File: config.mk
export PLATFORM = sky130hd
export DESIGN_NAME = display_command_frame_parser
export DESIGN_NICKNAME = d
export VERILOG_FILES = /design/src/dcfp_pkg.sv /design/src/dcfp_digit_fix.sv /design/src/dcfp_level_search.sv /design/src/dcfp_parser.sv /design/src/display_command_frame_parser.sv
export SDC_FILE = /design/constraint.sdc
export NUM_CORES = 1
export LEC_CHECK = 0
export BUFFER_PORTS_ARGS = -buffer_cell sky130_fd_sc_hd__buf_2
export CAP_MARGIN = 5
export CORE_MARGIN = 4
export CORE_UTILIZATION = 55
export CTS_BUF_LIST = sky130_fd_sc_hd__clkbuf_4
export DETAILED_ROUTE_END_ITERATION = 12
export HOLD_SLACK_MARGIN = 0.06
export PLACE_DENSITY_LB_ADDON = 0.3
export SYNTH_ARGS = -nofsm -noshare
export SYNTH_HDL_FRONTEND = slang
export SYNTH_SLANG_ARGS = --single-unit
export TNS_END_PERCENT = 10
File: constraint.sdc
create_clock -name clk -period 3.56 [get_ports clk]
set_clock_uncertainty 0.15 [all_clocks]
set_input_delay 0.89 -clock clk [delete_from_list [all_inputs] [get_ports clk]]
set_output_delay 0.89 -clock clk [all_outputs]
set_load 0.02 [all_outputs]
File: src/dcfp_pkg.sv
// shared types, command codes, reset values and the brightness table
// for the display command frame parser; no dependencies
package dcfp_pkg;

  localparam int DIGIT_COUNT_DEF = 4;
  localparam int LEVEL_STEPS_DEF = 12;

  // bus bytes
  localparam logic [7:0] ADDR_BROADCAST  = 8'hFF;
  localparam logic [7:0] CMD_SET_LEVEL   = 8'hA0;
  localparam logic [7:0] CMD_LEVEL_DOWN  = 8'hA1;
  localparam logic [7:0] CMD_LEVEL_UP    = 8'hA2;
  localparam logic [7:0] CMD_LOAD_DIGITS = 8'hAB;
  localparam logic [7:0] CMD_SAVE        = 8'hAC;
  localparam logic [7:0] CMD_SHOW_INDIC  = 8'h96;
  localparam logic [7:0] CMD_SHOW_MODE   = 8'h98;
  localparam logic [7:0] CMD_SHOW_ADDR   = 8'h99;
  localparam logic [7:0] CMD_RESET       = 8'hFE;
  localparam logic [7:0] RESET_OPERAND   = 8'h01;

  // ascii translation of digit bytes
  localparam logic [7:0] CHAR_LOW   = 8'h2A;
  localparam logic [7:0] CHAR_HIGH  = 8'h3F;
  localparam logic [7:0] CHAR_MINUS = 8'h2D;
  localparam logic [7:0] CHAR_ZERO  = 8'h30;
  localparam logic [7:0] CHAR_NINE  = 8'h39;
  localparam logic [5:0] CODE_MINUS = 6'd10;
  localparam logic [5:0] CODE_OTHER = 6'd11;

  // show request codes
  localparam logic [1:0] SHOW_NONE  = 2'd0;
  localparam logic [1:0] SHOW_INDIC = 2'd1;
  localparam logic [1:0] SHOW_MODE  = 2'd2;
  localparam logic [1:0] SHOW_ADDR  = 2'd3;

  // configuration register indexes
  localparam logic REG_BOARD_ADDRESS  = 1'b0;
  localparam logic REG_MAX_DIGIT_CODE = 1'b1;

  // reset values
  localparam logic [7:0] BOARD_ADDRESS_RST  = 8'd101;
  localparam logic [5:0] MAX_DIGIT_CODE_RST = 6'd12;
  localparam logic [3:0] STEP_RST           = 4'd10;
  localparam logic [7:0] LEVEL_RST          = 8'd214;

  typedef enum logic [2:0] {
    PH_IDLE   = 3'd0,
    PH_CMD    = 3'd1,
    PH_LEVEL  = 3'd2,
    PH_DIGITS = 3'd3,
    PH_SKIP   = 3'd4,
    PH_RESET  = 3'd5
  } phase_t;

  typedef struct packed {
    logic       func;
    logic [7:0] rx_byte;
  } item_t;

  typedef struct packed {
    logic [7:0] pwm_level;
    logic [3:0] level_step;
    logic [5:0] digit_zero;
    logic [5:0] digit_one;
    logic [5:0] digit_two;
    logic [5:0] digit_three;
    logic       refresh;
    logic       save_digits;
    logic       soft_reset;
    logic [1:0] show_request;
    logic       frame_dropped;
  } result_t;

  typedef struct packed {
    logic [7:0] board_address;
    logic [5:0] max_digit_code;
  } cfg_t;

  // brightness compare value per step; steps past the table read full scale
  function automatic logic [7:0] level_at(input logic [3:0] idx);
    logic [7:0] v;
    case (idx)
      4'd0:    v = 8'd5;
      4'd1:    v = 8'd30;
      4'd2:    v = 8'd40;
      4'd3:    v = 8'd50;
      4'd4:    v = 8'd62;
      4'd5:    v = 8'd77;
      4'd6:    v = 8'd95;
      4'd7:    v = 8'd118;
      4'd8:    v = 8'd146;
      4'd9:    v = 8'd181;
      4'd10:   v = 8'd214;
      4'd11:   v = 8'd250;
      default: v = 8'd255;
    endcase
    return v;
  endfunction

  // power-up digit code of a slot: 1,2,3,4 then blank zero
  function automatic logic [5:0] digit_reset(input int unsigned k);
    logic [5:0] v;
    v = (k < 4) ? 6'(k + 1) : 6'd0;
    return v;
  endfunction

endpackage

File: src/dcfp_digit_fix.sv
// translation of one received digit byte into a display code
// depends on dcfp_pkg
module dcfp_digit_fix import dcfp_pkg::*; (
  input  logic [7:0] rx_byte,
  input  logic [5:0] old_code,
  input  logic [5:0] max_digit_code,
  output logic [5:0] code
);

  always_comb begin
    if (rx_byte <= {2'b00, max_digit_code}) begin
      code = rx_byte[5:0];
    end else if (rx_byte inside {[CHAR_LOW:CHAR_HIGH]}) begin
      if (rx_byte == CHAR_MINUS) begin
        code = CODE_MINUS;
      end else if (rx_byte inside {[CHAR_ZERO:CHAR_NINE]}) begin
        code = {2'b00, rx_byte[3:0]};
      end else begin
        code = CODE_OTHER;
      end
    end else begin
      code = old_code;
    end
  end

endmodule

File: src/dcfp_level_search.sv
// brightness step lookup: first table step whose value is not below the level
// depends on dcfp_pkg
module dcfp_level_search import dcfp_pkg::*; #(
  parameter int LEVEL_STEPS = LEVEL_STEPS_DEF
) (
  input  logic [7:0] level,
  output logic [3:0] step
);

  logic [LEVEL_STEPS-2:0] hit;

  // parallel compares, then a priority pick
  always_comb begin
    for (int s = 0; s < LEVEL_STEPS - 1; s++) begin
      hit[s] = (level_at(4'(s)) >= level);
    end
  end

  always_comb begin
    step = 4'(LEVEL_STEPS - 1);
    for (int s = LEVEL_STEPS - 2; s >= 0; s--) begin
      if (hit[s]) begin
        step = 4'(s);
      end
    end
  end

endmodule

File: src/dcfp_parser.sv
// frame state machine and display state, one transaction per take
// depends on dcfp_pkg, dcfp_digit_fix and dcfp_level_search
module dcfp_parser import dcfp_pkg::*; #(
  parameter int DIGIT_COUNT = DIGIT_COUNT_DEF,
  parameter int LEVEL_STEPS = LEVEL_STEPS_DEF
) (
  input  logic    clk,
  input  logic    rst,
  input  logic    take,
  input  item_t   item,
  input  cfg_t    cfg,
  output result_t res
);

  localparam int SLOT_W = (DIGIT_COUNT > 1) ? $clog2(DIGIT_COUNT) : 1;
  localparam logic [SLOT_W-1:0] LAST_SLOT = SLOT_W'(DIGIT_COUNT - 1);
  localparam logic [3:0] TOP_STEP = 4'(LEVEL_STEPS - 1);

  phase_t            phase, phase_next;
  logic [SLOT_W-1:0] digit_slot, digit_slot_next;
  logic [5:0]        digits [DIGIT_COUNT];
  logic [5:0]        digits_next [DIGIT_COUNT];
  logic [3:0]        brightness_step, brightness_step_next;
  logic [7:0]        brightness_value, brightness_value_next;

  logic [5:0] fixed_code;
  logic [3:0] search_step;
  logic [5:0] digit_view [4];
  logic       refresh, save_digits, soft_reset, frame_dropped;
  logic [1:0] show_request;

  dcfp_digit_fix u_fix (
    .rx_byte        (item.rx_byte),
    .old_code       (digits[digit_slot]),
    .max_digit_code (cfg.max_digit_code),
    .code           (fixed_code)
  );

  dcfp_level_search #(.LEVEL_STEPS(LEVEL_STEPS)) u_search (
    .level (item.rx_byte),
    .step  (search_step)
  );

  always_ff @(posedge clk) begin
    if (rst) begin
      phase            <= PH_IDLE;
      digit_slot       <= '0;
      brightness_step  <= STEP_RST;
      brightness_value <= LEVEL_RST;
      for (int k = 0; k < DIGIT_COUNT; k++) begin
        digits[k] <= digit_reset(k);
      end
    end else if (take) begin
      phase            <= phase_next;
      digit_slot       <= digit_slot_next;
      brightness_step  <= brightness_step_next;
      brightness_value <= brightness_value_next;
      digits           <= digits_next;
    end
  end

  always_comb begin
    phase_next            = phase;
    digit_slot_next       = digit_slot;
    digits_next           = digits;
    brightness_step_next  = brightness_step;
    brightness_value_next = brightness_value;
    refresh               = 1'b0;
    save_digits           = 1'b0;
    soft_reset            = 1'b0;
    frame_dropped         = 1'b0;
    show_request          = SHOW_NONE;

    if (item.func) begin
      // gap timeout
      if (phase != PH_IDLE) begin
        frame_dropped = 1'b1;
      end
      if (phase == PH_DIGITS) begin
        refresh = 1'b1;
      end
      phase_next      = PH_IDLE;
      digit_slot_next = '0;
    end else begin
      case (phase)
        PH_IDLE: begin
          if (item.rx_byte == ADDR_BROADCAST || item.rx_byte == cfg.board_address) begin
            phase_next = PH_CMD;
          end
        end
        PH_CMD: begin
          phase_next = PH_IDLE;
          case (item.rx_byte)
            CMD_SET_LEVEL: phase_next = PH_LEVEL;
            CMD_LEVEL_UP: begin
              if (brightness_step < TOP_STEP) begin
                brightness_step_next  = brightness_step + 4'd1;
                brightness_value_next = level_at(brightness_step + 4'd1);
              end
            end
            CMD_LEVEL_DOWN: begin
              if (brightness_step != 4'd0) begin
                brightness_step_next  = brightness_step - 4'd1;
                brightness_value_next = level_at(brightness_step - 4'd1);
              end
            end
            CMD_LOAD_DIGITS: begin
              phase_next      = PH_DIGITS;
              digit_slot_next = '0;
            end
            CMD_SAVE: save_digits = 1'b1;
            CMD_SHOW_INDIC: begin
              show_request = SHOW_INDIC;
              phase_next   = PH_SKIP;
            end
            CMD_SHOW_MODE: begin
              show_request = SHOW_MODE;
              phase_next   = PH_SKIP;
            end
            CMD_SHOW_ADDR: begin
              show_request = SHOW_ADDR;
              phase_next   = PH_SKIP;
            end
            CMD_RESET: phase_next = PH_RESET;
            default: phase_next = PH_IDLE;
          endcase
        end
        PH_LEVEL: begin
          brightness_value_next = item.rx_byte;
          brightness_step_next  = search_step;
          phase_next            = PH_IDLE;
        end
        PH_DIGITS: begin
          digits_next[digit_slot] = fixed_code;
          if (digit_slot == LAST_SLOT) begin
            refresh         = 1'b1;
            digit_slot_next = '0;
            phase_next      = PH_IDLE;
          end else begin
            digit_slot_next = digit_slot + 1'b1;
          end
        end
        PH_RESET: begin
          if (item.rx_byte == RESET_OPERAND) begin
            soft_reset            = 1'b1;
            brightness_step_next  = STEP_RST;
            brightness_value_next = LEVEL_RST;
            for (int k = 0; k < DIGIT_COUNT; k++) begin
              digits_next[k] = digit_reset(k);
            end
          end
          phase_next = PH_IDLE;
        end
        default: phase_next = PH_IDLE;
      endcase
    end
  end

  // slots beyond the configured count show their power-up code
  for (genvar k = 0; k < 4; k++) begin : g_view
    if (k < DIGIT_COUNT) begin : g_live
      assign digit_view[k] = digits_next[k];
    end else begin : g_fixed
      assign digit_view[k] = digit_reset(k);
    end
  end

  always_comb begin
    res.pwm_level     = brightness_value_next;
    res.level_step    = brightness_step_next;
    res.digit_zero    = digit_view[0];
    res.digit_one     = digit_view[1];
    res.digit_two     = digit_view[2];
    res.digit_three   = digit_view[3];
    res.refresh       = refresh;
    res.save_digits   = save_digits;
    res.soft_reset    = soft_reset;
    res.show_request  = show_request;
    res.frame_dropped = frame_dropped;
  end

endmodule

File: src/display_command_frame_parser.sv
// top level of the display command frame parser: input register, parser,
// result register and configuration registers; depends on dcfp_pkg, dcfp_parser
//
// Takes one bus byte (or receive gap timeout) per transaction and returns one
// result transaction for each, carrying the brightness level and step, the
// four digit codes and the command pulses as they stand after that item.
// Throughput is one transaction per clock while result_stall is low: the whole
// parse step for an item is a single pass of the frame state machine between the
// input register and the result register, so the result is registered as the
// item leaves the input register. Stall on the result side holds the result
// register; the input register then absorbs one more transaction before
// item_stall rises. The configuration registers (board address, maximum direct
// digit code) are written through cfg_we/cfg_index/cfg_data and should only
// change while no transaction is in flight. There is no post-reset clearing pass.
module display_command_frame_parser import dcfp_pkg::*; #(
  parameter int DIGIT_COUNT = DIGIT_COUNT_DEF,
  parameter int LEVEL_STEPS = LEVEL_STEPS_DEF
) (
  input  logic       clk,
  input  logic       rst,
  // item channel
  input  logic       item_valid,
  output logic       item_stall,
  input  item_t      item,
  // result channel
  output logic       result_valid,
  input  logic       result_stall,
  output result_t    result,
  // configuration write port
  input  logic       cfg_we,
  input  logic       cfg_index,
  input  logic [7:0] cfg_data
);

  logic    s1_valid;
  item_t   s1_item;
  logic    advance;
  cfg_t    cfg;
  result_t res_next;

  // input stage moves on when the result register is empty or being drained
  assign advance    = s1_valid && (!result_valid || !result_stall);
  assign item_stall = s1_valid && !advance;

  // input register
  always_ff @(posedge clk) begin
    if (rst) begin
      s1_valid <= 1'b0;
    end else begin
      s1_valid <= (item_valid && !item_stall) || (s1_valid && !advance);
    end
  end

  always_ff @(posedge clk) begin
    if (item_valid && !item_stall) begin
      s1_item <= item;
    end
  end

  // configuration registers
  always_ff @(posedge clk) begin
    if (rst) begin
      cfg.board_address  <= BOARD_ADDRESS_RST;
      cfg.max_digit_code <= MAX_DIGIT_CODE_RST;
    end else if (cfg_we) begin
      case (cfg_index)
        REG_BOARD_ADDRESS:  cfg.board_address  <= cfg_data;
        REG_MAX_DIGIT_CODE: cfg.max_digit_code <= cfg_data[5:0];
        default: ;
      endcase
    end
  end

  // frame parsing and display state
  dcfp_parser #(
    .DIGIT_COUNT (DIGIT_COUNT),
    .LEVEL_STEPS (LEVEL_STEPS)
  ) u_parser (
    .clk  (clk),
    .rst  (rst),
    .take (advance),
    .item (s1_item),
    .cfg  (cfg),
    .res  (res_next)
  );

  // result register
  always_ff @(posedge clk) begin
    if (rst) begin
      result_valid <= 1'b0;
    end else begin
      result_valid <= advance || (result_valid && result_stall);
    end
  end

  always_ff @(posedge clk) begin
    if (advance) begin
      result <= res_next;
    end
  end

`ifndef SYNTH
  // a soft reset result always shows the restored display
  a_soft_reset_restores: assert property (@(posedge clk) disable iff (rst)
    result_valid && result.soft_reset |->
      result.digit_zero == 6'd1 && result.digit_one == 6'd2 &&
      result.digit_two == 6'd3 && result.digit_three == 6'd4 &&
      result.level_step == STEP_RST && result.pwm_level == LEVEL_RST)
    else $error("soft reset result without restored display");

  // a gap abort carries no command pulse
  a_drop_no_command: assert property (@(posedge clk) disable iff (rst)
    result_valid && result.frame_dropped |->
      !result.save_digits && !result.soft_reset && result.show_request == SHOW_NONE)
    else $error("frame drop together with a command pulse");

  // an empty result register never back-pressures the item side
  a_no_stall_when_empty: assert property (@(posedge clk) disable iff (rst)
    !result_valid |-> !item_stall)
    else $error("item stalled while result register empty");

  // a taken item whose result is free lands in the result register next cycle
  a_advance_fills: assert property (@(posedge clk) disable iff (rst)
    advance |=> result_valid)
    else $error("advanced item did not produce a result");
`endif

endmodule

After elaboration in Yosys (flattened, before gate mapping)
Memory sizes are Yosys's and may differ from the RTL's.
Cells that the tools add are included.
{ "totals": {"mem_bits_ro": 256, "regBits": 108, "memories": 2, "in_bits": 23, "out_inout_bits": 44} }
{ "op_classes": {"bitwise": 4, "magnitude_cmp": 19, "n_addsub": 3, "n_reduce_logical": 26, "mux": 53, "eq_ne": 21} }
{ "mem_list": {"columns": ["memory", "words", "width", "rd", "rd_ports_with_merged_regs", "write_ports", "line_no", "text"], "rows": [
  ["(name not given)", 16, 8, 1, 0, 0, "dcfp_pkg.sv:82", "case (idx)"],
  ["(name not given)", 16, 8, 1, 0, 0, "dcfp_pkg.sv:82", null]
]} }
{ "op_table": {"columns": ["op", "count"], "rows": [
  ["8-bit equality test (second input constant)", 10],
  ["4-bit two-way mux", 16],
  ["24-bit two-way mux", 2],
  ["24-bit one-hot mux with 2 select lines", 1],
  ["8-bit two-way mux", 4],
  ["6-bit two-way mux", 5],
  ["24-bit bitwise mux", 1],
  ["6-bit by 8-bit greater-or-equal comparator with 1-bit output (first input constant)", 3],
  ["7-bit by 8-bit greater-or-equal comparator with 1-bit output (first input constant)", 3],
  ["8-bit greater-or-equal comparator (first input constant)", 3],
  ["8-bit one-hot mux with 3 select lines", 1],
  ["8-bit by 6-bit greater-or-equal comparator with 1-bit output (second input constant)", 2],
  ["8-bit by 6-bit <= comparator with 1-bit output (second input constant)", 2],
  ["8-bit one-hot mux with 2 select lines", 1],
  ["6-bit binary-select mux with 2-bit select", 1],
  ["6-bit demux with 2-bit select", 1],
  ["3-bit one-hot mux with 4 select lines", 1],
  ["4-bit one-hot mux with 3 select lines", 1],
  ["3-bit two-way mux", 3],
  ["3-bit one-hot mux with 3 select lines", 1],
  ["8-bit by 1-bit equality test with 1-bit output (second input constant)", 1],
  ["8-bit by 6-bit equality test with 1-bit output (second input constant)", 1],
  ["8-bit equality test", 1],
  ["3-bit by 8-bit greater-or-equal comparator with 1-bit output (first input constant)", 1],
  ["31 further kinds", 60]
]} }

Logic depth before layout (Yosys ltp)
Gate-level depths: netlist of the first run.
{ "depth": {"ltp_word": 14, "mapped_depth": 13, "mapped_depth_nobuf": 10} }

By module
A second synthesis of the first run with hierarchy kept.
{ "unflattened": {"hier_cells": 720, "area_unflattened_um2": 6816.5} }
{ "by_module_without_submodules": {"columns": ["module", "instances", "cells_per_inst", "area_each_um2", "seq_area_each_um2"], "rows": [
  ["dcfp_parser", 1, 508, 3941.3, 820.8],
  ["display_command_frame_parser", 1, 123, 2224.6, 1851.8],
  ["dcfp_digit_fix", 1, 47, 354.1, 0.0],
  ["dcfp_level_search", 1, 42, 296.5, 0.0]
]} }

Least setup slack after synthesis of the first run
Ideal clock, no wire load.
{ "synth_timing": {"path_type": "input -> register", "from": "input port result_stall", "to": "register u_parser.digits[13] in the netlist's numbering", "setup_slack_ns": 0.507, "arrival_ns": 2.763, "path_buffers": 0, "setup_time_ns": 0.140, "cell_stages": 5, "cell_sequence": "nand2_1 nand2_1 clkinv_1 a21oi_1 a2bb2oi_1"} }
{ "synth_via": {"elab_chain_cells": 3} }
{ "synth_lines": {"columns": ["element", "line_no", "text"], "rows": [
  ["start: declaration", "display_command_frame_parser.sv:27", "input logic result_stall,"],
  ["1-bit zero test", "display_command_frame_parser.sv:42", "assign advance = s1_valid && (!result_valid || !result_stall);"],
  ["1-bit logical OR", "display_command_frame_parser.sv:42", null],
  ["1-bit logical AND", "display_command_frame_parser.sv:42", null],
  ["named net advance", "display_command_frame_parser.sv:37", "logic advance;"],
  ["end signal: indexed assignment", "dcfp_parser.sv:51", "digits[k] <= digit_reset(k);"],
  ["end signal: assignment", "dcfp_parser.sv:58", "digits <= digits_next;"],
  ["end: declaration", "dcfp_parser.sv:21", "logic [5:0] digits [DIGIT_COUNT];"]
]} }
The timed path passes the listed nets, and every way through them passes these cells.
A chain may end at the register's enable or synchronous reset.

==> run metrics, run 1 <==
outcome finished clean; final hold violation count 0; num rows 39; first-pass GRT wire length 28,600 um; # DRC 0; kind of critical path flop to flop; clock latency on the worst-skew pair 0.49 ns; Routability Congestion 0.995; post-synthesis register bit count 108; Detailed Place HPWL 13,100 um; DR WL/cell 20.1 um; largest net degree at the start of global routing 42; vias in the first global route 5,419; die area 0.0134 mm^2; Sw Ratio 27.0%; via/cell ratio 6.42; Post-Route WL 17,900 um; 1st-iter DRT viols 583; CTS Buffer Depth 2; crit path DAT 3.04 ns; fraction of layout cells with a size suffix above 1 18.4%; core area 0.0114 mm^2; number of synthesized flops with an enable pin 51; Syn Nets 727; Syn Area/Cell 9.30 um^2; fmax 0.342 GHz; pwr dens 320 mW/mm^2; register share of total power 60.9%; Primary FF master, synth dfxtp_1; Setup Buffers After CTS 0; CTS root buf clkbuf_4; Hold Slack 0.324 ns; hold_buf cts 0; Sw Pwr 0.603 mW; Post-CTS Resized 0; Initial Utilization 56.1%; multi-input logic area 0.00337 mm^2; TritonRoute pass-1 iters 6; TritonCTS clock tree built; setup TNS 0 ns; Port Buffers 66; crit start category flop; worst hold path class flop to flop; leakage power 2.51 nW; GR Util All Layers 27.5%; simple-gate share of the synthesized area 18.3%; crit end category flop; ys async rst share 0%; count of different cell masters after synthesis 86; remaining antenna violation count 0; max cap viols 0; Inserted Diodes 0; slew margin rel. 41.9%; Comb pwr share 11.5%; Die Height 116 um; mux contribution to synthesized area 5.18%; I/O Pins 67; clk sinks 108; RSZ-0062 raised after global routing no; gr ovfl total 0; Internal 1.63 mW; Num CTS Buffers 9; crit-path max FO 16; Tightest Pin Transition 0.869 ns; Fill cells 1,009; fin crit period 2.92 ns; antenna violations before repair 0; CP required 3.67 ns; post-synth top area cell edfxtp_1; Final nets 782; Final Cycle Share 82.2%; synth warn 0; Yosys top cell area share 24.0%; Area contributors post-synth edfxtp_1 24%, dfxtp_1 18%, nand2_1 4.4%, ha_1 3.5%, a21oi_1 3.2%; Synth Area in XOR/XNOR 2.04%; Cell Area, Synth 0.00638 mm^2; Worst-path clk slew 0.15 ns; synthesized instance count 686; Chip Width 116 um; synthesized-area fraction occupied by adder cells 3.53%; sequential area share after synthesis 41.9%; Storage cell area 0.00267 mm^2; Finish-stage setup viols 0; Crit. Startpoint u_parser.brightness_step[0]; area fraction in compound gates after synthesis 23.8%; final slew viol count 0; Clk pwr share 27.6%; Synth-to-Final Area Change 9.52%; H-tree depth 3; VDD IR max 341 uV; FF-to-FF Start u_parser.brightness_step[0]; main combinational cell family by area after synthesis compound AO/OA/AOI/OAI gates; routed via count 5,706; Hold Crit Start cfg[4]
metrics by stage:
| stage | cell area [um^2] | util [%] | std cells | setup slack (ns) | power [mW] |
|---|---|---|---|---|---|
| finish | 6980 | 61.4 | 889 | 0.635 | 2.23 |
| global route | 6980 | 61.4 | 889 | 0.316 | 2.32 |
| CTS | 6980 | 61.4 | 889 | 0.652 | 2.24 |
| detailed placement | 6850 | 60.3 | 873 | 0.677 | 1.64 |
| global placement | 6850 | 60.3 | 873 | 0.758 | 1.63 |
| floorplan | 6380 | - | 686 | 0.507 | 1.55 |
cell usage after synthesis, types with 5 or more instances:
cell type	instances
and2_1	6
a2bb2oi_1	6
nor4_1	6
nand3_1	25
a32oi_1	5
buf_2	21
nand2_1	75
o2bb2ai_1	14
xor2_1	12
nor3_1	21
nand4_1	9
a211oi_1	6
o22ai_1	7
o21ai_0	37
clkbuf_1	22
a22o_1	6
inv_1	27
nand2b_1	9
nor2_1	40
mux4_2	6
a32o_1	7
ha_1	18
a21oi_1	41
edfxtp_1	51
o21a_1	12
a21o_1	8
and3_1	5
dfxtp_1	57
a31oi_1	8
mux2i_1	15
nor2b_1	9
critical path, cell delays in order, from the launching register on:
cell and delay, ns:
dfxtp_1 0.35, clkinv_1 0.04, buf_4 0.15, ha_1 0.25
inv_1 0.09, ha_1 0.57, mux2i_1 0.12, or3_1 0.31
a32oi_1 0.22, o2111ai_1 0.20, a21oi_1 0.20, nor2_1 0.05
power groups by stage:
stage                     combinational [mW]  sequential, mW  clock [mW]
after global routing                   0.281            1.36       0.678
after CTS                              0.255            1.36       0.630
final                                  0.257            1.36       0.616
after floorplan                        0.162            1.39           0
after global placement                 0.248            1.39           0
after detailed placement               0.254            1.39           0
cells by family (layout without fill, tap and decap cells):
| kind of cell | count (synthesis) | in the layout |
|---|---|---|
| AND/OR/NAND/NOR | 232 | 232 |
| AO/OA/AOI/OAI | 213 | 213 |
| multiplexers | 25 | 25 |
| buffers and inverters | 76 | 136 |
| flip-flops | 108 | 108 |
| XOR/XNOR | 14 | 14 |
| adder cells (fa/ha/maj) | 18 | 18 |
worst paths after layout:
path	end	slack, ns	depth (start not counted)
hold reg to reg	cfg[4]	0.32	2
setup reg to reg	result[38]	0.64	11
hold / removal	cfg[4]	0.32	2
setup / recovery	result[38]	0.64	11
final cells by class:
class / count / share of cell area [%]
clock buffer: 9 / 0.967
inverter: 29 / 1.56
tap: 143 / 2.56
multi-input combinational: 502 / 48.3
sequential: 108 / 38.3
timing repair buffer: 91 / 7.42
clock inverter: 7 / 0.932
state kept, by name, summed over array words and instances (netlist names):
signal,flops
result,42
u_parser.digits,24
cfg,14
s1_item,9
u_parser.brightness_value,8
u_parser.brightness_step,4
u_parser.phase,3
u_parser.digit_slot,2
result_valid,1
s1_valid,1
cell usage in the layout (no fill, tap or decap), drive strengths merged, types with 5 or more instances in the layout:
cell type	instances
a21o	8
nor4	6
o21ai	42
edfxtp	51
dfxtp	57
o22ai	8
clkinv	6
a21oi	43
a22o	6
nor3b	6
ha	18
a211oi	6
and3	5
nor3	22
nand2	77
nand2b	9
nor2	41
o2bb2ai	14
xor2	12
nor2b	9
mux4	6
o21a	12
a32oi	5
clkbuf	9
nand3	25
inv	28
a2bb2oi	6
and2	7
a31oi	8
mux2i	15
buf	91
nand4	9
a32o	7
layer usage:
metal  track usage [%]  wire length (um)
met3              6.06              1710
met5                 0                 0
met4              7.81               378
met2              42.4              8020
met1              39.2              7760
(Power assumes the default switching activity.)
==> run 2: changes to the inputs <==
==> constraint.sdc (replaced) <==
create_clock -name clk -period 2.5 [get_ports clk]
set_clock_uncertainty 0.15 [all_clocks]
set_input_delay 0.625 -clock clk [delete_from_list [all_inputs] [get_ports clk]]
set_output_delay 0.625 -clock clk [all_outputs]
set_load 0.02 [all_outputs]
==> run 2 against run 1 <==
- the flow now finishes with violations (negative setup slack)
- flip-flop and latch count did not move
- sequential power is 41% higher
- final cell count grew 5.8%
- via count rose by 6.0%
- worst hold slack worse by 0.18 ns
- wire length is 8.6% higher
- clock-buffer cell count is the same
- combinational power rose by 73%
- largest cell class unchanged
- highest routed layer unchanged
==> run metrics, run 2 (synthesized netlist as in run 1, its figures left out) <==
outcome complete, but fails checks (was finished clean); failing checks negative setup slack; CTS Buffer Depth 2 (unchanged); Internal 2.28 mW (was 1.63 mW); register share of total power 59.4% (was 60.9%); R2R depth 7 (was 11); I/O Pins 67 (unchanged); Tightest Pin Transition 0.603 ns (was 0.869 ns); num rows 39 (unchanged); Final Power 3.23 mW (was 2.23 mW); gr ovfl total 0 (unchanged); worst hold path class input port to flop (was flop to flop); pre-CTS setup slack -0.0707 ns (was 0.677 ns); clock latency on the worst-skew pair 0.51 ns (was 0.49 ns); commonest cells after routing, fill and taps aside 74 x buf_4, 73 x nand2_1, 66 x buf_2, 55 x dfxtp_1, 51 x edfxtp_1 (was 75 x nand2_1, 66 x buf_2, 57 x dfxtp_1, 51 x edfxtp_1, 41 x a21oi_1); Finish-stage setup viols 5 (was 0); via/cell ratio 6.43 (was 6.42); Port Buffers 66 (unchanged); H-tree depth 3 (unchanged); Top reg by flops result (unchanged); non-filler instance count after layout 941 (was 889); Final nets 834 (was 782); fraction of layout cells with a size suffix above 1 27.1% (was 18.4%); Comb pwr share 13.7% (was 11.5%); number of placed instances, taps included 922 (was 873); # DRC 0 (unchanged); Min-Delay Path Depth 1 (was 2); Hold Crit Start item[4] (was cfg[4]); VDD IR max 445 uV (was 341 uV); clk sinks 108 (unchanged); fin crit period 2.54 ns (was 2.92 ns); Detailed Place HPWL 14,500 um (was 13,100 um); crit path DAT 2.65 ns (was 3.04 ns); core area 0.0114 mm^2 (unchanged); Inserted Diodes 0 (unchanged); 1st-iter DRT viols 588 (was 583); CP peak stage delay 0.42 ns (was 0.57 ns); biggest regs result (42), u_parser.digits (24), cfg (14) (unchanged); hold_buf cts 0 (unchanged); Final Cycle Share 102% (was 82.2%); Crit-path slowest cell edfxtp_1 (was ha_1); vias in the first global route 5,729 (was 5,419); Worst Setup Slack, final -0.0381 ns (was 0.635 ns); max reg flops 42 (unchanged); R2R Setup Slk -0.04 ns (was 0.64 ns); Hold Crit Endpoint s1_item[4] (was cfg[4]); Crit. Startpoint s1_item[1] (was u_parser.brightness_step[0]); Sw Pwr 0.950 mW (was 0.603 mW); crit start category flop (unchanged); fmax 0.394 GHz (was 0.342 GHz); die area 0.0134 mm^2 (unchanged); Routability Congestion 1.02 (was 0.995); Clk pwr share 26.8% (was 27.6%); pwr dens 428 mW/mm^2 (was 320 mW/mm^2); slew margin rel. 59.8% (was 41.9%); GR Util All Layers 29.0% (was 27.5%); kind of critical path flop to flop (unchanged); DR WL/cell 20.6 um (was 20.1 um); Initial Utilization 56.1% (unchanged); Worst-path clk slew 0.15 ns (about the same); TritonRoute pass-1 iters 5 (was 6); worst-path cell chain ha_1 > nor2b_1 > o31ai_2 > a21oi_2 > a21o_1 > o22a_4 > a311o_1 (was clkinv_1 > buf_4 > ha_1 > inv_1 > ha_1 > mux2i_1 > or3_1 > a32oi_1 > o2111ai_1 > a21oi_1 > nor2_1); Sw Ratio 29.4% (was 27.0%); Chip Width 116 um (unchanged); antenna violations before repair 0 (unchanged); max cap viols 0 (unchanged); reg2reg end result[13] (was result[38]); first-pass GRT wire length 30,100 um (was 28,600 um); RSZ-0062 raised after global routing yes (was no); Die Height 116 um (unchanged); final hold violation count 0 (unchanged); crit end category flop (unchanged); FF-to-FF Start s1_item[1] (was u_parser.brightness_step[0]); largest net degree at the start of global routing 51 (was 42); Num CTS Buffers 9 (unchanged); remaining antenna violation count 0 (unchanged); CP required 2.62 ns (was 3.67 ns); final slew viol count 0 (unchanged); Synth-to-Final Area Change 18.5% (was 9.52%); leakage power 2.80 nW (was 2.51 nW); routed via count 6,048 (was 5,706); TritonCTS clock tree built (unchanged); commonest non-fill, non-tap cell in the layout buf_4 (was nand2_1); Post-Route WL 19,400 um (was 17,900 um); crit-path max FO 7 (was 16); CTS root buf clkbuf_4 (unchanged)
## run 2: how the worst max path moves through the flow
stage	endpoint	slack, ns	cells past startpoint
detailed placement	result[26]	-0.07	8
CTS	result[13]	-0.01	7
floorplan	result[38]	-0.05	12
finish	result[13]	-0.04	7
global route	result[6]	-0.18	7
global placement	result[38]	0.02	10
## run 2: layout make-up
cell class	count	area [um^2]
Clock buffer	9	67.6
Multi-Input combinational cell	502	3500
Sequential cell	108	2680
Inverter	29	123
Clock inverter	7	62.6
Timing Repair Buffer	143	946
Fill cell	903	3810
Tap cell	143	179
## run 2: power by group through the flow
stage	clock [mW]	combinational [mW]	sequential, mW
CTS	0.878	0.419	1.92
global route	0.927	0.480	1.93
global placement	0	0.403	1.96
floorplan	0	0.231	1.98
detailed placement	0	0.413	1.96
finish	0.868	0.444	1.92
## run 2: timing repair
item | 4_1_cts | 5_1_grt
resized for setup | 8 | 19
pin swaps | 0 | 7
endpoints found under the setup margin | 16 | 48
buffers inserted | 0 | 3
endpoints found under the hold margin | 0 | 0
## run 2: routing by layer
metal	vias up	GRT usage, %	wire [um]
met5	-	0	0
met4	0	10.4	478
met3	45	4.70	1770
met2	310	45.9	8970
met1	2909	40.6	8190
li1	2784	-	-
## run 2: worst max-delay path, delay by kind of cell, from the launching register on
kind	cells	cell delay (ns)
AO/OA/AOI/OAI	5	1.30
adder cells (fa/ha/maj)	1	0.30
flip-flops	1	0.42
AND/OR/NAND/NOR	1	0.15
## run 2: through the flow
stage / util, % / hold slack (ns) / TNS, ns / cell area, um^2
floorplan: - / 0.284 / -0.0451 / 6430
global placement: 64.1 / 0.302 / 0 / 7290
detailed placement: 64.1 / 0.307 / -0.298 / 7290
CTS: 65.6 / 0.122 / -0.0115 / 7460
global route: 66.5 / 0.132 / -1.86 / 7560
finish: 66.5 / 0.145 / -0.121 / 7560
==> run 3: changes to the inputs <==
--- a/config.mk
+++ b/config.mk
@@ -5,6 +5,7 @@
 export SDC_FILE = /design/constraint.sdc
 export NUM_CORES = 1
 export LEC_CHECK = 0
+export ABC_AREA = 1
 export BUFFER_PORTS_ARGS = -buffer_cell sky130_fd_sc_hd__buf_2
 export CAP_MARGIN = 5
 export CORE_MARGIN = 4
@@ -15,5 +16,6 @@
 export PLACE_DENSITY_LB_ADDON = 0.3
 export SYNTH_ARGS = -nofsm -noshare
 export SYNTH_HDL_FRONTEND = slang
+export SYNTH_HIERARCHICAL = 1
 export SYNTH_SLANG_ARGS = --single-unit
 export TNS_END_PERCENT = 10
==> constraint.sdc (replaced) <==
create_clock -name clk -period 2.7 [get_ports clk]
set_clock_uncertainty 0.15 [all_clocks]
set_input_delay 0.675 -clock clk [delete_from_list [all_inputs] [get_ports clk]]
set_output_delay 0.675 -clock clk [all_outputs]
set_load 0.02 [all_outputs]
==> run 3 against run 2 <==
- the flow now finishes without violations
- worst setup slack better by 0.29 ns
- total power up 11%
- die area up 6.9%
- sequential share of layout area down 0.052 points
- via count up 9.6%
- global-route usage down 4.3 points
- final area down 0.13%
- final cell count up 31%
- critical path depth up 6
- synthesized cell count up 44%
==> run metrics, run 3 <==
max cap viols 0 (unchanged); number of placed instances, taps included 1,214 (was 922); non-filler instance count after layout 1,230 (was 941); Worst Setup Slack, final 0.249 ns (was -0.0381 ns); kind of critical path flop to flop (unchanged); crit end category flop (unchanged); first-pass GRT wire length 28,800 um (was 30,100 um); commonest cells after routing, fill and taps aside 307 x nand2_1, 112 x nor2_1, 102 x inv_1, 95 x nand3_1, 66 x buf_2 (was 74 x buf_4, 73 x nand2_1, 66 x buf_2, 55 x dfxtp_1, 51 x edfxtp_1); crit-path max FO 7 (unchanged); VDD IR max 478 uV (was 445 uV); H-tree depth 3 (unchanged); Syn Area/Cell 6.92 um^2 (was 9.30 um^2); antenna violations before repair 0 (unchanged); crit path DAT 2.58 ns (was 2.65 ns); Post-Route WL 17,600 um (was 19,400 um); Area contributors post-synth edfxtp_1 22%, nand2_1 17%, dfxtp_1 17%, nand3_1 6.9%, nor2_1 6.1% (was edfxtp_1 24%, dfxtp_1 18%, nand2_1 4.4%, ha_1 3.5%, a21oi_1 3.2%); I/O Pins 67 (unchanged); Finish-stage setup viols 0 (was 5); slew margin rel. 54.0% (was 59.8%); GR Util All Layers 24.8% (was 29.0%); die area 0.0143 mm^2 (was 0.0134 mm^2); post-synth top area cell edfxtp_1 (unchanged); Detailed Place HPWL 12,800 um (was 14,500 um); Setup Buffers After CTS 0 (unchanged); crit start category flop (unchanged); Post-CTS Resized 0 (was 8); number of synthesized flops with an enable pin 51 (unchanged); fraction of layout cells with a size suffix above 1 15.6% (was 27.1%); Final Cycle Share 90.8% (was 102%); TritonRoute pass-1 iters 5 (unchanged); Syn Nets 1,033 (was 727); Routability Congestion 0.950 (was 1.02); final slew viol count 0 (unchanged); pwr dens 474 mW/mm^2 (was 428 mW/mm^2); TritonCTS clock tree built (unchanged); num rows 40 (was 39); Yosys top cell area share 22.3% (was 24.0%); CTS Buffer Depth 2 (unchanged); biggest regs result (42), u_parser/digits (24), cfg (14) (was result (42), u_parser.digits (24), cfg (14)); Primary FF master, synth dfxtp_1 (unchanged); via/cell ratio 5.39 (was 6.43); commonest non-fill, non-tap cell in the layout nand2_1 (was buf_4); count of different cell masters after synthesis 49 (was 86); CTS root buf clkbuf_4 (unchanged); count leader, synth nand2_1 (unchanged); DR WL/cell 14.3 um (was 20.6 um); pre-CTS setup slack 0.298 ns (was -0.0707 ns); ys async rst share 0% (unchanged); 1st-iter DRT viols 620 (was 588); CP required 2.83 ns (was 2.62 ns); worst hold path class input port to flop (unchanged); # DRC 0 (unchanged); outcome finished clean (was complete, but fails checks); Tightest Pin Transition 0.689 ns (was 0.603 ns); core area 0.0121 mm^2 (was 0.0114 mm^2); fin crit period 2.45 ns (was 2.54 ns); sequential area share after synthesis 39.0% (was 41.9%); Cell Area, Synth 0.00685 mm^2 (was 0.00638 mm^2); Die Height 120 um (was 116 um); Chip Width 120 um (was 116 um); max reg flops 42 (unchanged); synth cell count leaders 307 x nand2_1, 112 x nor2_1, 102 x inv_1, 95 x nand3_1, 61 x o21ai_0 (was 75 x nand2_1, 57 x dfxtp_1, 51 x edfxtp_1, 41 x a21oi_1, 40 x nor2_1); Synth-to-Final Area Change 10.1% (was 18.5%); synthesized instance count 990 (was 686); gr ovfl total 0 (unchanged); leakage power 3.64 nW (was 2.80 nW); final hold violation count 0 (unchanged); setup TNS 0 ns (was -0.121 ns); clock latency on the worst-skew pair 0.50 ns (was 0.51 ns); RSZ-0062 raised after global routing no (was yes); post-synthesis register bit count 108 (unchanged); clk sinks 108 (unchanged); synth warn 6 (was 0); vias in the first global route 5,892 (was 5,729); fmax 0.408 GHz (was 0.394 GHz); Top reg by flops result (unchanged); hold_buf cts 0 (unchanged); routed via count 6,629 (was 6,048); remaining antenna violation count 0 (unchanged); Num CTS Buffers 9 (unchanged); Port Buffers 66 (unchanged); Final nets 1,100 (was 834); Initial Utilization 56.6% (was 56.1%); Inserted Diodes 0 (unchanged); largest net degree at the start of global routing 95 (was 51); Worst-path clk slew 0.16 ns (was 0.15 ns)
run 3: cell count changes after synthesis, sizes merged, moves of 12 or more:
cell	before	now
nand3	25	99
nor2	41	120
xor2	12	0
nor3	22	7
o2bb2ai	14	0
inv	27	122
nand2	77	324
o21a	12	0
mux2i	15	0
o21ai	42	69
run 3: kinds of logic after synthesis:
group / synth area share (%)
adder cells (fa/ha/maj): 3.65
flip-flops: 39.0
AND/OR/NAND/NOR: 36.8
XOR/XNOR: 0.256
AO/OA/AOI/OAI: 11.3
buffers and inverters: 9.06
run 3: critical path: stages (launching register included):
cell and delay, ns:
dfxtp_1 0.50, ha_1 0.25, inv_1 0.08, ha_1 0.37
inv_1 0.12, or2_2 0.28, nand2_1 0.07, nand2_1 0.04
nand3_1 0.10, nand2_1 0.06, nand2_1 0.05, nand2_1 0.04
nand2_1 0.07, nand2_1 0.06
run 3: layout make-up:
type                       count  area, um^2
sequential                   108        2670
multi-input combinational    729        3570
tap                          168         210
inverter                     124         467
timing repair buffer          85         485
fill                        1157        4570
clock inverter                 7        72.6
clock buffer                   9        67.6
run 3: path summary, 6_finish.rpt:
check	from	end	slack, ns	cells past startpoint
min	item[8]	s1_item[8]	0.18	1
min reg2reg	cfg[3]	cfg[3]	0.34	2
max	u_parser/brightness_step[0]	result[34]	0.25	13
max reg2reg	u_parser/brightness_step[0]	result[34]	0.25	13
run 3: routing by layer:
layer / vias to the layer above / track usage [%] / routed length [um]
met2: 294 / 37.2 / 7640
met3: 27 / 5.89 / 1430
met5: - / 0 / 0
met1: 2965 / 35.8 / 8220
met4: 0 / 6.66 / 261
li1: 3343 / - / -
run 3: per-stage QoR:
stage | hold WS, ns | util (%) | instance area [um^2] | total power, mW
floorplan | 0.284 | - | 6860 | 2.52
global placement | 0.306 | 61.1 | 7410 | 2.74
detailed placement | 0.307 | 61.1 | 7410 | 2.75
CTS | 0.154 | 62.3 | 7550 | 3.58
global route | 0.143 | 62.3 | 7550 | 3.77
finish | 0.184 | 62.3 | 7550 | 3.57
run 3: where the power goes:
group          leakage, nW  total (mW)  internal, mW  switching (mW)
logic                 2.61       0.825         0.273           0.552
clock network       0.0743       0.843         0.286           0.557
registers            0.952        1.91          1.83          0.0799
